File: config.mk
export PLATFORM = sky130hd
export DESIGN_NAME = selective_repeat_receiver_core
export DESIGN_NICKNAME = d
export VERILOG_FILES = /design/src/srr_pkg.sv /design/src/selective_repeat_receiver_core.sv /design/src/srr_front.sv /design/src/srr_queue.sv /design/src/srr_back.sv
export VERILOG_INCLUDE_DIRS = /design/src /design/src/src
export SDC_FILE = /design/constraint.sdc
export NUM_CORES = 1
export LEC_CHECK = 0
export ABC_AREA = 1
export BUFFER_PORTS_ARGS = -buffer_cell sky130_fd_sc_hd__buf_4
export CORE_MARGIN = 1.5
export CORE_UTILIZATION = 40
export DETAILED_ROUTE_END_ITERATION = 8
export HOLD_SLACK_MARGIN = 0.15
export PLACE_DENSITY_LB_ADDON = 0.05
export REMOVE_ABC_BUFFERS = 1
export SETUP_SLACK_MARGIN = 0.2
export SLEW_MARGIN = 20
export SYNTH_ARGS = -nofsm -noshare
export SYNTH_HDL_FRONTEND = slang
export SYNTH_SLANG_ARGS = --single-unit
export TNS_END_PERCENT = 10
File: constraint.sdc
create_clock -name clk -period 11 [get_ports clk]
set_input_delay 2.2 -clock clk [delete_from_list [all_inputs] [get_ports clk]]
set_output_delay 2.2 -clock clk [all_outputs]
set_load 0.01 [all_outputs]
File: src/selective_repeat_receiver_core_macros.svh
// Assertion helpers for the receiver core; clk and rst_n come from the using module.
`ifndef SELECTIVE_REPEAT_RECEIVER_CORE_MACROS_SVH
`define SELECTIVE_REPEAT_RECEIVER_CORE_MACROS_SVH

`ifndef SYNTHESIS
`define SRR_ASSERT(label, prop, msg) \
    label: assert property (@(posedge clk) disable iff (!rst_n) prop) else $error(msg);
`define SRR_ASSERT_NEVER(label, cond, msg) \
    label: assert property (@(posedge clk) disable iff (!rst_n) !(cond)) else $error(msg);
`else
`define SRR_ASSERT(label, prop, msg)
`define SRR_ASSERT_NEVER(label, cond, msg)
`endif

`endif

File: src/srr_pkg.sv
package srr_pkg;

    localparam int WINDOW_SIZE  = 8;
    localparam int SEQ_W        = 16;
    localparam int LEN_W        = 11;
    localparam int HANDLE_W     = 8;
    localparam int MAX_PAYLOAD  = 1024;
    localparam int HANDLE_COUNT = 256;
    localparam int SLOT_W       = (WINDOW_SIZE > 1) ? $clog2(WINDOW_SIZE) : 1;

    typedef enum logic [1:0] {
        KIND_ACK     = 2'd0,
        KIND_DELIVER = 2'd1,
        KIND_DISCARD = 2'd2
    } kind_t;

    typedef enum logic [1:0] {
        CLS_DISCARD,
        CLS_PREV,
        CLS_DELIVER,
        CLS_HOLD
    } class_t;

    typedef enum logic [2:0] {
        ST_IDLE,
        ST_FIRST,
        ST_DISCARD,
        ST_DELIVER,
        ST_DRAIN
    } state_t;

    typedef struct packed {
        logic [SEQ_W-1:0]    seq;
        logic                good;
        logic [LEN_W-1:0]    len;
        logic [HANDLE_W-1:0] handle;
    } cmd_t;

endpackage

File: src/selective_repeat_receiver_core.sv
// Selective-repeat receiver core.
// Input queue side: a packet descriptor word (seq_number, checksum_ok,
// payload_length, buffer_handle) is taken on a clock edge with push high and
// full low. Result queue side: while empty is low the oldest result word
// (result_kind, seq_out, length_out, handle_out, last) is on the ports and is
// taken on an edge with pop high. Each descriptor yields one to nine words;
// last marks its final one.
// Path: a taken descriptor passes the front register, the two-word queue and
// the back command register; its first result word is then registered at
// the output. The back sequencer fetches a descriptor in its idle state, then
// emits its result words in turn and fetches no new one until the last word
// is emitted; a stalled result side holds it. The queue absorbs short bursts.
// cfg_we loads cfg_wdata into the window base and empties the reorder
// slots; write it only while idle. Reset sets the base to 0, clears all slot
// valid bits and empties both queues.
// A stalled result side holds the output word; the back stops, the command
// queue fills and then full rises.
module selective_repeat_receiver_core (
    input  logic                          clk,
    input  logic                          rst_n,
    input  logic                          cfg_we,
    input  logic [srr_pkg::SEQ_W-1:0]     cfg_wdata,
    input  logic                          push,
    output logic                          full,
    input  logic [srr_pkg::SEQ_W-1:0]     seq_number,
    input  logic                          checksum_ok,
    input  logic [srr_pkg::LEN_W-1:0]     payload_length,
    input  logic [srr_pkg::HANDLE_W-1:0]  buffer_handle,
    output logic                          empty,
    input  logic                          pop,
    output logic [1:0]                    result_kind,
    output logic [srr_pkg::SEQ_W-1:0]     seq_out,
    output logic [srr_pkg::LEN_W-1:0]     length_out,
    output logic [srr_pkg::HANDLE_W-1:0]  handle_out,
    output logic                          last
);

    logic          f_valid;
    srr_pkg::cmd_t f_cmd;
    logic          q_full;
    logic          q_valid;
    srr_pkg::cmd_t q_cmd;
    logic          q_pop;

    srr_front u_front (
        .clk            (clk),
        .rst_n          (rst_n),
        .push           (push),
        .full           (full),
        .seq_number     (seq_number),
        .checksum_ok    (checksum_ok),
        .payload_length (payload_length),
        .buffer_handle  (buffer_handle),
        .cmd_valid      (f_valid),
        .cmd            (f_cmd),
        .cmd_full       (q_full)
    );

    srr_queue u_queue (
        .clk     (clk),
        .rst_n   (rst_n),
        .wr_en   (f_valid),
        .wr_cmd  (f_cmd),
        .q_full  (q_full),
        .q_valid (q_valid),
        .rd_cmd  (q_cmd),
        .rd_en   (q_pop)
    );

    srr_back u_back (
        .clk         (clk),
        .rst_n       (rst_n),
        .cfg_we      (cfg_we),
        .cfg_wdata   (cfg_wdata),
        .q_valid     (q_valid),
        .q_cmd       (q_cmd),
        .q_pop       (q_pop),
        .empty       (empty),
        .pop         (pop),
        .result_kind (result_kind),
        .seq_out     (seq_out),
        .length_out  (length_out),
        .handle_out  (handle_out),
        .last        (last)
    );

endmodule

File: src/srr_front.sv
module srr_front (
    input  logic                          clk,
    input  logic                          rst_n,
    input  logic                          push,
    output logic                          full,
    input  logic [srr_pkg::SEQ_W-1:0]     seq_number,
    input  logic                          checksum_ok,
    input  logic [srr_pkg::LEN_W-1:0]     payload_length,
    input  logic [srr_pkg::HANDLE_W-1:0]  buffer_handle,
    output logic                          cmd_valid,
    output srr_pkg::cmd_t                 cmd,
    input  logic                          cmd_full
);

    logic          valid_reg;
    logic          valid_next;
    srr_pkg::cmd_t cmd_reg;
    logic          accept;
    logic          moved;
    logic          good;

    assign full   = valid_reg && cmd_full;
    assign accept = push && !full;
    assign moved  = valid_reg && !cmd_full;

    // corrupt: bad checksum, oversize payload or unknown buffer
    assign good = checksum_ok
               && (payload_length <= srr_pkg::LEN_W'(srr_pkg::MAX_PAYLOAD))
               && ({1'b0, buffer_handle} < (srr_pkg::HANDLE_W + 1)'(srr_pkg::HANDLE_COUNT));

    assign valid_next = accept || (valid_reg && !moved);

    always_ff @(posedge clk or negedge rst_n)
    begin
        if (!rst_n)
        begin
            valid_reg <= 1'b0;
        end
        else
        begin
            valid_reg <= valid_next;
        end
    end

    always_ff @(posedge clk)
    begin
        if (accept)
        begin
            cmd_reg.seq    <= seq_number;
            cmd_reg.good   <= good;
            cmd_reg.len    <= payload_length;
            cmd_reg.handle <= buffer_handle;
        end
    end

    assign cmd_valid = valid_reg;
    assign cmd       = cmd_reg;

endmodule

File: src/srr_queue.sv
module srr_queue (
    input  logic          clk,
    input  logic          rst_n,
    input  logic          wr_en,
    input  srr_pkg::cmd_t wr_cmd,
    output logic          q_full,
    output logic          q_valid,
    output srr_pkg::cmd_t rd_cmd,
    input  logic          rd_en
);

    srr_pkg::cmd_t mem [2];
    logic          wr_ptr_reg;
    logic          rd_ptr_reg;
    logic [1:0]    count_reg;
    logic [1:0]    count_next;
    logic          do_wr;
    logic          do_rd;

    assign q_full  = (count_reg == 2'd2);
    assign q_valid = (count_reg != 2'd0);
    assign do_wr   = wr_en && !q_full;
    assign do_rd   = rd_en && q_valid;
    assign rd_cmd  = mem[rd_ptr_reg];

    always_comb
    begin
        count_next = count_reg;
        if (do_wr && !do_rd)
        begin
            count_next = count_reg + 2'd1;
        end
        else if (do_rd && !do_wr)
        begin
            count_next = count_reg - 2'd1;
        end
    end

    always_ff @(posedge clk or negedge rst_n)
    begin
        if (!rst_n)
        begin
            wr_ptr_reg <= 1'b0;
            rd_ptr_reg <= 1'b0;
            count_reg  <= 2'd0;
        end
        else
        begin
            if (do_wr)
            begin
                wr_ptr_reg <= !wr_ptr_reg;
            end
            if (do_rd)
            begin
                rd_ptr_reg <= !rd_ptr_reg;
            end
            count_reg <= count_next;
        end
    end

    always_ff @(posedge clk)
    begin
        if (do_wr)
        begin
            mem[wr_ptr_reg] <= wr_cmd;
        end
    end

endmodule

File: src/srr_back.sv
`include "selective_repeat_receiver_core_macros.svh"

module srr_back (
    input  logic                          clk,
    input  logic                          rst_n,
    input  logic                          cfg_we,
    input  logic [srr_pkg::SEQ_W-1:0]     cfg_wdata,
    input  logic                          q_valid,
    input  srr_pkg::cmd_t                 q_cmd,
    output logic                          q_pop,
    output logic                          empty,
    input  logic                          pop,
    output logic [1:0]                    result_kind,
    output logic [srr_pkg::SEQ_W-1:0]     seq_out,
    output logic [srr_pkg::LEN_W-1:0]     length_out,
    output logic [srr_pkg::HANDLE_W-1:0]  handle_out,
    output logic                          last
);

    localparam int W = srr_pkg::WINDOW_SIZE;
    localparam int SW = srr_pkg::SLOT_W;
    localparam logic [srr_pkg::SEQ_W-1:0] WIN_LIM  = srr_pkg::SEQ_W'(W);
    localparam logic [srr_pkg::SEQ_W-1:0] PREV_LOW =
        srr_pkg::SEQ_W'((64'd1 << srr_pkg::SEQ_W) - 64'(W));

    srr_pkg::state_t state_reg, state_next;
    srr_pkg::class_t cls_reg, cls_next;
    srr_pkg::cmd_t   cmd_reg;
    logic [SW-1:0]   slot_reg, slot_next;
    logic [srr_pkg::SEQ_W-1:0] base_reg;
    logic [SW-1:0]   head_reg;
    logic [SW-1:0]   head_inc;
    logic [W-1:0]    slot_valid_reg;
    logic [srr_pkg::LEN_W-1:0]    slot_len_mem    [W];
    logic [srr_pkg::HANDLE_W-1:0] slot_handle_mem [W];

    logic                          out_valid_reg;
    srr_pkg::kind_t                out_kind_reg;
    logic [srr_pkg::SEQ_W-1:0]     out_seq_reg;
    logic [srr_pkg::LEN_W-1:0]     out_len_reg;
    logic [srr_pkg::HANDLE_W-1:0]  out_handle_reg;
    logic                          out_last_reg;

    logic                          can_emit;
    logic                          emit;
    srr_pkg::kind_t                emit_kind;
    logic [srr_pkg::SEQ_W-1:0]     emit_seq;
    logic [srr_pkg::LEN_W-1:0]     emit_len;
    logic [srr_pkg::HANDLE_W-1:0]  emit_handle;
    logic                          emit_last;
    logic                          store_we;
    logic                          clear_we;
    logic                          advance;
    logic                          dup;
    logic                          more;

    logic [srr_pkg::SEQ_W-1:0]     offset;
    logic [SW:0]                   slot_sum;

    assign can_emit = !out_valid_reg || pop;
    assign head_inc = (head_reg == SW'(W - 1)) ? '0 : head_reg + SW'(1);
    assign dup      = slot_valid_reg[slot_reg];
    assign more     = slot_valid_reg[head_inc];

    // classify the queue head against the current window
    assign offset   = q_cmd.seq - base_reg;
    assign slot_sum = {1'b0, head_reg} + {1'b0, offset[SW-1:0]};

    always_comb
    begin
        if (!q_cmd.good)
        begin
            cls_next = srr_pkg::CLS_DISCARD;
        end
        else if (offset < WIN_LIM)
        begin
            cls_next = (offset == '0) ? srr_pkg::CLS_DELIVER : srr_pkg::CLS_HOLD;
        end
        else if (offset >= PREV_LOW)
        begin
            cls_next = srr_pkg::CLS_PREV;
        end
        else
        begin
            cls_next = srr_pkg::CLS_DISCARD;
        end
        slot_next = (slot_sum >= (SW + 1)'(W)) ? SW'(slot_sum - (SW + 1)'(W))
                                               : slot_sum[SW-1:0];
    end

    // next state
    always_comb
    begin
        state_next = state_reg;
        unique case (state_reg)
            srr_pkg::ST_IDLE:
            begin
                if (q_valid)
                begin
                    state_next = srr_pkg::ST_FIRST;
                end
            end
            srr_pkg::ST_FIRST:
            begin
                if (can_emit)
                begin
                    unique case (cls_reg)
                        srr_pkg::CLS_DISCARD: state_next = srr_pkg::ST_IDLE;
                        srr_pkg::CLS_PREV:    state_next = srr_pkg::ST_DISCARD;
                        srr_pkg::CLS_DELIVER: state_next = srr_pkg::ST_DELIVER;
                        srr_pkg::CLS_HOLD:
                            state_next = dup ? srr_pkg::ST_DISCARD : srr_pkg::ST_IDLE;
                        default:              state_next = srr_pkg::ST_IDLE;
                    endcase
                end
            end
            srr_pkg::ST_DISCARD:
            begin
                if (can_emit)
                begin
                    state_next = srr_pkg::ST_IDLE;
                end
            end
            srr_pkg::ST_DELIVER, srr_pkg::ST_DRAIN:
            begin
                if (can_emit)
                begin
                    state_next = more ? srr_pkg::ST_DRAIN : srr_pkg::ST_IDLE;
                end
            end
            default:
            begin
                state_next = srr_pkg::ST_IDLE;
            end
        endcase
    end

    // outputs
    always_comb
    begin
        q_pop       = 1'b0;
        emit        = 1'b0;
        emit_kind   = srr_pkg::KIND_ACK;
        emit_seq    = cmd_reg.seq;
        emit_len    = '0;
        emit_handle = '0;
        emit_last   = 1'b0;
        store_we    = 1'b0;
        clear_we    = 1'b0;
        advance     = 1'b0;
        unique case (state_reg)
            srr_pkg::ST_IDLE:
            begin
                q_pop = q_valid;
            end
            srr_pkg::ST_FIRST:
            begin
                emit = can_emit;
                if (cls_reg == srr_pkg::CLS_DISCARD)
                begin
                    emit_kind   = srr_pkg::KIND_DISCARD;
                    emit_len    = cmd_reg.len;
                    emit_handle = cmd_reg.handle;
                    emit_last   = 1'b1;
                end
                else
                begin
                    emit_last = (cls_reg == srr_pkg::CLS_HOLD) && !dup;
                    store_we  = can_emit && (cls_reg == srr_pkg::CLS_HOLD) && !dup;
                end
            end
            srr_pkg::ST_DISCARD:
            begin
                emit        = can_emit;
                emit_kind   = srr_pkg::KIND_DISCARD;
                emit_len    = cmd_reg.len;
                emit_handle = cmd_reg.handle;
                emit_last   = 1'b1;
            end
            srr_pkg::ST_DELIVER:
            begin
                emit        = can_emit;
                emit_kind   = srr_pkg::KIND_DELIVER;
                emit_len    = cmd_reg.len;
                emit_handle = cmd_reg.handle;
                emit_last   = !more;
                advance     = can_emit;
            end
            srr_pkg::ST_DRAIN:
            begin
                emit        = can_emit;
                emit_kind   = srr_pkg::KIND_DELIVER;
                emit_seq    = base_reg;
                emit_len    = slot_len_mem[head_reg];
                emit_handle = slot_handle_mem[head_reg];
                emit_last   = !more;
                clear_we    = can_emit;
                advance     = can_emit;
            end
            default:
            begin
                q_pop = 1'b0;
            end
        endcase
    end

    always_ff @(posedge clk or negedge rst_n)
    begin
        if (!rst_n)
        begin
            state_reg      <= srr_pkg::ST_IDLE;
            base_reg       <= '0;
            head_reg       <= '0;
            slot_valid_reg <= '0;
            out_valid_reg  <= 1'b0;
        end
        else
        begin
            state_reg <= state_next;
            if (cfg_we)
            begin
                base_reg       <= cfg_wdata;
                head_reg       <= '0;
                slot_valid_reg <= '0;
            end
            else
            begin
                if (advance)
                begin
                    base_reg <= base_reg + srr_pkg::SEQ_W'(1);
                    head_reg <= head_inc;
                end
                if (store_we)
                begin
                    slot_valid_reg[slot_reg] <= 1'b1;
                end
                if (clear_we)
                begin
                    slot_valid_reg[head_reg] <= 1'b0;
                end
            end
            if (emit)
            begin
                out_valid_reg <= 1'b1;
            end
            else if (pop)
            begin
                out_valid_reg <= 1'b0;
            end
        end
    end

    always_ff @(posedge clk)
    begin
        if (q_pop)
        begin
            cmd_reg  <= q_cmd;
            cls_reg  <= cls_next;
            slot_reg <= slot_next;
        end
        if (store_we)
        begin
            slot_len_mem[slot_reg]    <= cmd_reg.len;
            slot_handle_mem[slot_reg] <= cmd_reg.handle;
        end
        if (emit)
        begin
            out_kind_reg   <= emit_kind;
            out_seq_reg    <= emit_seq;
            out_len_reg    <= emit_len;
            out_handle_reg <= emit_handle;
            out_last_reg   <= emit_last;
        end
    end

    assign empty       = !out_valid_reg;
    assign result_kind = out_kind_reg;
    assign seq_out     = out_seq_reg;
    assign length_out  = out_len_reg;
    assign handle_out  = out_handle_reg;
    assign last        = out_last_reg;

    `SRR_ASSERT(a_drain_slot_held, (state_reg == srr_pkg::ST_DRAIN) |-> slot_valid_reg[head_reg], "drain from empty slot")
    `SRR_ASSERT(a_last_ends_item, (emit && emit_last) |=> (state_reg == srr_pkg::ST_IDLE), "last word did not end the item")
    `SRR_ASSERT(a_hold_sets_slot, store_we |=> slot_valid_reg[$past(slot_reg)], "held packet not marked")
    `SRR_ASSERT_NEVER(a_pop_while_busy, q_pop && (state_reg != srr_pkg::ST_IDLE), "queue popped mid-item")

endmodule
Yosys cells after proc, flatten, opt, wreduce, memory -nomap -nowiden --
Memories as Yosys holds them, arrays and structs flattened. Cells that the tools add are included.
Cells by class: $add $sub $neg 7, order comparisons 9, equality and inequality tests 13, mux-type cells 52, bitwise operators 3, reduce and logical (&&, ||, !) cells 35
Operators with widths (number):
- 16-bit 2-to-1 mux | 3
- 8-bit 2-to-1 mux | 5
- 11-bit one-hot mux with 3 select lines | 1
- 3-bit 2-to-1 mux | 9
- 3-bit one-hot mux with 4 select lines | 2
- 8-bit one-hot mux with 3 select lines | 1
- 1-bit 2-to-1 mux | 19
- 16-bit by 1-bit adder with 16-bit output, second input constant | 1
- 16-bit greater-or-equal comparator, second input constant | 1
- 16-bit zero test | 1
- 16-bit by 4-bit less-than comparator with 1-bit output, second input constant | 1
- 16-bit subtractor | 1
- 1-bit logical AND | 13
- 3-bit by 4-bit less-than comparator with 1-bit output, second input constant | 3
- 11-bit <= comparator, second input constant | 1
- 11-bit 2-to-1 mux | 1
- 2-bit 2-to-1 mux | 5
- 1-bit zero test | 9
- 8-bit bitwise AND | 1
- 2-bit by 1-bit != test with 1-bit output, second input constant | 4
- 8-bit NOT | 1
- 8-bit bitwise OR | 1
- 2-bit nonzero test | 4
- 1-bit binary-select mux with 3-bit select | 2
- other kinds (21) | 29
Storage, ports and cells: flip-flop bits (word level) 150, memory bits (writable) 224, logic and storage cells 145, memories 3
Memories:
- u_back.slot_len_mem | depth 8, width 11, rd ports 1, clocked after memory_dff 0, wr ports 1, RTL line srr_back.sv:34 | logic [srr_pkg::LEN_W-1:0] slot_len_mem [W];
- u_queue.mem | depth 2, width 36, rd ports 1, clocked after memory_dff 0, wr ports 1, RTL line srr_queue.sv:12 | srr_pkg::cmd_t mem [2];
- u_back.slot_handle_mem | depth 8, width 8, rd ports 1, clocked after memory_dff 0, wr ports 1, RTL line srr_back.sv:35 | logic [srr_pkg::HANDLE_W-1:0] slot_handle_mem [W];

Logic depth before layout (Yosys ltp) --
Gate-level depths: netlist of run 1.
depth after elaboration 11, mapped depth 19

By module --
Synthesis of run 1 repeated with hierarchy kept, for this count alone.
Unflattened totals: cell total of the unflattened synthesis 1300, area total of the unflattened synthesis 15558.7 um^2
By module, submodules not included:
- srr_back | instances 1, cells an instance 1027, area an instance 11512.3 um^2, sequential area each 7682.4 um^2
- srr_queue | instances 1, cells an instance 219, area an instance 2875.3 um^2, sequential area each 2262.2 um^2
- srr_front | instances 1, cells an instance 54, area an instance 1171.1 um^2, sequential area each 1106.1 um^2

Worst setup path before layout of run 1 --
OpenSTA, ideal clock, no wires.
path kind input to register, start in pop, end reg u_back.out_handle_reg (netlist bit u_back.handle_out[0]), enable pin, setup time 0.434 ns, arrival 3.913 ns, data required time 10.566 ns, slack 6.653 ns, cell stages on the path 2, path buffers 0, cells stage by stage nor2_2 > nor2_1
On the way: word-level cells in the longest chain between the ends 2
Ends and longest elaborated chain:
- from (decl) | RTL line selective_repeat_receiver_core.sv:30 | input logic pop,
- 1-bit logical OR | RTL line srr_back.sv:60 | assign can_emit = !out_valid_reg || pop;
- 1-bit 2-to-1 mux | RTL line srr_back.sv:151 | unique case (state_reg)
- net u_back.emit | RTL line srr_back.sv:45 | logic emit;
- to (signal assigned) | RTL line srr_back.sv:271 | out_handle_reg <= emit_handle;
- to (decl) | RTL line srr_back.sv:41 | logic [srr_pkg::HANDLE_W-1:0] out_handle_reg;
The timed path passes the listed nets, and every way through them passes these cells. A chain may end at the register's enable or synchronous reset.

Worst setup path in the final report of run 1 --
start reg u_queue.count_reg[1], end out full
On the way: word-level cells in the longest chain between the ends 2
Ends and longest elaborated chain:
- from (decl) | RTL line srr_queue.sv:15 | logic [1:0] count_reg;
- from (signal assigned) | RTL line srr_queue.sv:57 | count_reg <= count_next;
- 2-bit equality test | RTL line srr_queue.sv:20 | assign q_full = (count_reg == 2'd2);
- 1-bit logical AND | RTL line srr_front.sv:22 | assign full = valid_reg && cmd_full;
- to (decl) | RTL line selective_repeat_receiver_core.sv:24 | output logic full,
Every way passes these cells.

==> out/metrics.cfg, run 1 <==
[detailed_routing]
drc = 0
vias = 9871
wl_per_cell_um = 18.5
dr.pass1.iters = 4
ant_nets = 0
drt_wl_total_um = 36600
first_iter_violations = 576
vias_per_cell = 4.98

[sta]
period_share = 0.335
period_needed_ns = 3.69
maxSlewViolCount = 0
finClkSkew_ns = 0.0196
fmax_mhz = 271
rsz0062_at_grt = no
whs_ns = 0.437
setup-violations-final = 0
finalHoldViolCount = 0
slew_headroom = 0.322
setup_tns_ns = 0
worstMarginPinSlew_ns = 1.02

[pwr]
power_uw = 4900
power_density_mw_per_mm2 = 266
combPwrFrac = 0.272
intPower_uw = 3240
p_switching_uw = 1660
seq_power_share = 0.466
peakVddDrop_mv = 0.129
power_frac_clock = 0.262
power.leakage_uw = 0.00707
swShare = 0.339

[min_path]
hold-path-endpoint = u_queue.mem[0][18]$_DFFE_PP_
min_from = u_front.cmd[18]$_DFFE_PP_
whs_path_depth = 0
hp-class = reg2reg

[cts]
clock_latency_ns = 0.56
clk_pin_slew_ns = 0.06
cts_root_buf = clkbuf_16
cts_resized = 0
cts_buffers = 42
clock-sinks = 374
holdBufCountCts = 0
htreeDepth = 2
post_cts_buffers = 0
cts_buffer_depth = 3
cts_tree = done

[finish]
final_net_count = 1515
fin_cells = 1983
top_register = u_back.slot_len_mem
drive_above_1_share = 0.143
n_antenna_cell = 0
multi_input_area_mm2 = 0.00413
largest_register_ffs = 88
area_delta_synth_final_pct = 16.9
biggestRegsByFlops = u_back.slot_len_mem (88), u_queue.mem (72), u_back.slot_handle_mem (64)
mostFrequentLayoutCell = edfxtp_1
regArea_mm2 = 0.0111
layout_common_cells = edfxtp_1, nand2_1, o21ai_0
fillers = 3518

[worst_setup_path]
path_buf_inv = 2
cp-end-kind = output port
crit_chain = inv_1 -> nor3_1 -> buf_4
worstPathMaxFanout = 3
r2r-end = u_back.cls_reg[0]$_SDFFCE_PN0P_
r2r_setup_slack_ns = 7.74
critPathTopFamily = flip-flops
cpPeakStageDelay_ns = 0.38
r2r_start = u_queue.rd_ptr_reg$_DFFE_PN0P_
worst_setup_path_start_kind = flop
reg2reg_depth = 18
cp.arrival_ns = 1.49
cp.depth = 3
slowest_stage = dfrtp_1
critPathKind = reg2out
crit_required_ns = 8.80

[floorplan]
fp.dieArea_mm2 = 0.0406
die_w_um = 202
die_h_um = 202
core_mm2 = 0.0388
ios = 97
rows = 72
initial_utilization = 0.406

[place]
dp.cells = 1909
place.gp.congestion = 0.857
numPortBuffers = 96
dp_hpwl_um = 23400

[global_routing]
grt.total_usage = 0.182
grt_pass1_wl_um = 56500
grt_antenna_before_repair = 0
grt_overflow = 0
first_global_vias = 9517
grt_start_max_net_pins = 76

[synth]
synth_xor_area_frac = 0.00666
yosysWarnings = 0
synthesis.area_mm2 = 0.0158
synth-compound-area-share = 0.0934
yosysSeqAreaShare = 0.700
yosys.area_share.adder = 0.0192
synth_top_family_by_area = simple AND/OR/NAND/NOR gates
synthSimpleGateAreaFrac = 0.137
synth_top_area_share = 0.643
ys_top_cells_by_area = edfxtp_1, nand2_1, dfrtp_1, o21ai_0, inv_1
netlist.top_cell.by_area = edfxtp_1
synth_mux_area_frac = 0
avgSynthCellArea_um2 = 11.9
netlist_instances = 1327
postSynthRegisterBits = 374
synth_cell_type_count = 46

[flow_run]
cap_violations = 0

[outcome]
outcome = completed

[layer usage]
| layer | global-route usage | wire length [um] | share of wire | up-vias |
|---|---|---|---|---|
| li1 | - | - | - | 4890 |
| met1 | 0.266 | 17900 | 0.49 | 4741 |
| met2 | 0.278 | 16500 | 0.45 | 187 |
| met3 | 0.0254 | 1340 | 0.036 | 53 |
| met4 | 0.0637 | 902 | 0.025 | 0 |
| met5 | 0 | 0 | 0 | - |
[logic make-up after synthesis]
| family | count (synthesis) |
|---|---|
| simple gates | 495 |
| flops | 374 |
| compound gates | 253 |
| buf+inv | 170 |
| xor+xnor | 12 |
| fa+ha+maj | 23 |
[layout make-up]
cell class                      count  share of cell area
Clock buffer                       58              0.0614
Clock inverter                     16             0.00645
Inverter                          119              0.0244
Multi-Input combinational cell    783               0.224
Sequential cell                   374               0.599
Tap cell                          518              0.0352
Timing Repair Buffer              115              0.0490
[through the flow]
step | utilization | instance area, um2 | setup slack [ns]
after floorplan | - | 15500 | 6.65
after global placement | 0.441 | 17100 | 6.84
after detailed placement | 0.443 | 17200 | 6.86
after CTS | 0.475 | 18400 | 7.27
after global routing | 0.475 | 18400 | 7.21
final | 0.475 | 18400 | 7.31
[synthesized netlist by cell type, drive strengths merged]
master     n
a21oi     28
xnor2      2
ha        21
a21boi     1
fa         2
or2        6
and2       2
nand4     11
clkbuf    25
o32ai      1
inv      116
a311oi     1
a31oi      6
nand3b     3
clkinv     3
a22o       2
o21ai    146
nand3     64
o211ai    24
nor2      72
o221a      1
edfxtp   338
o21a      36
nor3      20
buf       26
o22ai      6
nand2    304
dfrtp     36
xor2      10
nor4      13
o2111ai    1
[how the worst max path moves through the flow]
stage	start	to	slack, ns
global route	u_queue.count_reg[1]$_DFFE_PN0P_	full	7.21
finish	u_queue.count_reg[1]$_DFFE_PN0P_	full	7.31
floorplan	pop	u_back.handle_out[0]$_DFFE_PP_	6.65
CTS	u_queue.count_reg[1]$_DFFE_PN0P_	full	7.27
detailed placement	cfg_we	u_back.base_reg[9]$_DFFE_PN0P_	6.86
global placement	cfg_we	u_back.base_reg[9]$_DFFE_PN0P_	6.84
[worst register-to-register path: stages, from the launching register on]
cell and delay [ns]:
dfrtp_1 0.32, buf_4 0.38, clkinv_1 0.19, or2_2 0.29
o21ai_0 0.24, inv_1 0.14, ha_1 0.34, nand2_1 0.06
nor2_1 0.16, nand2_1 0.09, nand3_1 0.10, nand3_1 0.12
nand2_1 0.10, nand2_1 0.05, nand2_1 0.08, nand2_1 0.06
nor2_1 0.23, nand3_1 0.11, nand2_1 0.07
[power groups by stage]
stage / sequential (uW) / clock [uW] / combinational (uW)
after floorplan: 2280 / 0 / 777
after global placement: 2300 / 0 / 1320
after detailed placement: 2310 / 0 / 1350
after CTS: 2280 / 1320 / 1360
after global routing: 2320 / 1370 / 1500
final: 2280 / 1290 / 1330
No activity file was read; power rests on OpenSTA's default activity.
==> run 2, diff against run 1 <==
Clock period 11 ns to 3.6 ns, I/O delays scaled along.
==> run 2 against run 1 <==
Net effect:
- critical path depth grew 14
- power grew to 3.1 times the previous value
- clock skew shrank 0.0027 ns
- final area grew 0.16%
- first-iteration DRC count shrank 5.4%
- count of clock-buffer cells in the layout shrank 1
- worst hold slack lost 0.11 ns
- via count is essentially flat
- critical path type is now reg2reg
- critical endpoint is now u_back.cls_reg[1]$_SDFFCE_PN0P_
- largest power group unchanged
==> out/metrics.cfg, run 2 (synthesis gave the netlist of run 1 again) <==
[worst_setup_path]
slowest_stage = or2_2
cpPeakStageDelay_ns = 0.44  ; +0.06 ns
worst_setup_path_start_kind = flop
worstPathMaxFanout = 17  ; +14
cp.arrival_ns = 3.31  ; +1.82 ns
crit_chain = clkinv_1 -> or2_2 -> o21ai_0 -> ha_1 -> fa_1 -> inv_1 -> nand2_1 -> nand2_1 -> nand3_1 -> nand2_1 -> nand3_1 -> nand2_1 -> nand2_1 -> nand2_1 -> nand2_1 -> nor2_1 -> and2_1
critPathKind = reg2reg
crit_top_cell = nand2_1
cp-end-kind = flop
crit_required_ns = 3.92  ; -4.88 ns
r2r_setup_slack_ns = 0.61  ; -7.13 ns

[cts]
cts_tree = done
cts_buffers = 41  ; -2.4%
holdBufCountCts = 1  ; +1
clock-sinks = 374  ; unchanged
post_cts_buffers = 0  ; unchanged
clk_pin_slew_ns = 0.06  ; about the same
htreeDepth = 2  ; unchanged
cts_resized = 0  ; unchanged
cts_buffer_depth = 3  ; unchanged
cts_root_buf = clkbuf_16
clock_latency_ns = 0.57  ; about the same

[sta]
period_needed_ns = 2.99
slew_headroom = 0.403  ; +0.0815
whs_ns = 0.332  ; -0.106 ns
finalHoldViolCount = 0  ; unchanged
setup_tns_ns = 0  ; unchanged
rsz0062_at_grt = no
period_share = 0.830
fmax_mhz = 335
setup-violations-final = 0  ; unchanged
finClkSkew_ns = 0.0169  ; -0.00272 ns
worstMarginPinSlew_ns = 0.894  ; -0.122 ns
maxSlewViolCount = 0  ; unchanged

[pwr]
peakVddDrop_mv = 0.451  ; +250%
power_density_mw_per_mm2 = 813  ; +210%
power.leakage_uw = 0.00711  ; +0.52%
power_uw = 15000  ; +210%

[finish]
layout_common_cells = edfxtp_1, nand2_1, o21ai_0
drive_above_1_share = 0.147  ; +0.00407
final_net_count = 1519  ; +0.26%
area_delta_synth_final_pct = 17.0
largest_register_ffs = 88  ; unchanged
top_register = u_back.slot_len_mem
fin_cells = 1990  ; +0.35%
biggestRegsByFlops = u_back.slot_len_mem (88), u_queue.mem (72), u_back.slot_handle_mem (64)
mostFrequentLayoutCell = edfxtp_1
n_antenna_cell = 0  ; unchanged

[floorplan]
core_mm2 = 0.0388  ; unchanged
initial_utilization = 0.406  ; unchanged
rows = 72  ; unchanged
die_h_um = 202  ; unchanged
fp.dieArea_mm2 = 0.0406  ; unchanged
ios = 97  ; unchanged
die_w_um = 202  ; unchanged

[detailed_routing]
first_iter_violations = 545  ; -5.4%
vias = 9880  ; +0.091%
drc = 0  ; unchanged
wl_per_cell_um = 18.3  ; -0.84%
drt_wl_total_um = 36500  ; -0.49%
ant_nets = 0  ; unchanged
dr.pass1.iters = 5  ; +1
vias_per_cell = 4.96  ; -0.26%

[flow_run]
cap_violations = 0  ; unchanged

[global_routing]
first_global_vias = 9495  ; -0.23%
grt_pass1_wl_um = 56000  ; -0.75%
grt_start_max_net_pins = 66  ; -13%
grt_antenna_before_repair = 0  ; unchanged
grt.total_usage = 0.182  ; about the same
grt_overflow = 0  ; unchanged

[place]
place.gp.congestion = 0.840  ; -2.0%
numPortBuffers = 96  ; unchanged
dp.cells = 1913  ; +0.21%
dp_hpwl_um = 23000  ; -1.8%

[outcome]
outcome = completed

[min_path]
hp-class = in2reg

[run 2: final timing paths]
path | start | endpoint | depth (start not counted)
worst max-delay path | u_queue.rd_ptr_reg$_DFFE_PN0P_ | u_back.cls_reg[1]$_SDFFCE_PN0P_ | 17
worst min-delay path | seq_number[6] | u_front.cmd[26]$_DFFE_PP_ | 1
worst max register to register | u_queue.rd_ptr_reg$_DFFE_PN0P_ | u_back.cls_reg[1]$_SDFFCE_PN0P_ | 17
worst min register to register | u_front.cmd[1]$_DFFE_PP_ | u_queue.mem[1][1]$_DFFE_PP_ | 0
max in group asynchronous | rst_n | u_back.head_reg[0]$_DFFE_PN0P_ | 2
min in group asynchronous | rst_n | u_queue.wr_ptr_reg$_DFFE_PN0P_ | 2
[run 2: worst max-delay path, delay by kind of cell, from the launching register on]
kind,cells,cell delay (ns)
and+or+nand+nor,12,1.31
DFF,1,0.35
AOI/OAI and AO/OA,1,0.14
adders and majority gates,2,0.48
buffers and inverters,2,0.47
[run 2: routing by layer]
layer / vias to the layer above / wire length (um) / GRT usage
met1: 4739 / 18200 / 0.273
met5: - / 0 / 0
met3: 46 / 1530 / 0.0254
met2: 193 / 16000 / 0.272
li1: 4902 / - / -
met4: 0 / 741 / 0.0581
[run 2: report_power, final]
| group | switching (uW) | internal, uW |
|---|---|---|
| Clock | 1700 | 2330 |
| Sequential | 651 | 6300 |
| Combinational | 2730 | 1300 |
| Total | 5080 | 9920 |
[run 2: final cells by class]
class	instances	area, um2
clock buffers	57	1120
clock inverters	19	165
fillers	3456	20400
inverters	119	449
multi-input cells	783	4130
flip-flops and latches	374	11100
well taps	518	648
repair buffers	120	903
[run 2: through the flow]
stage / cell area (um2) / worst slack [ns] / util
6_report: 18500 / 0.611 / 0.476
5_1_grt: 18500 / 0.283 / 0.476
4_1_cts: 18500 / 0.577 / 0.476
3_5_place_dp: 17200 / 0.594 / 0.442
3_3_place_gp: 17200 / 0.714 / 0.442
2_1_floorplan: 15500 / -0.333 / -
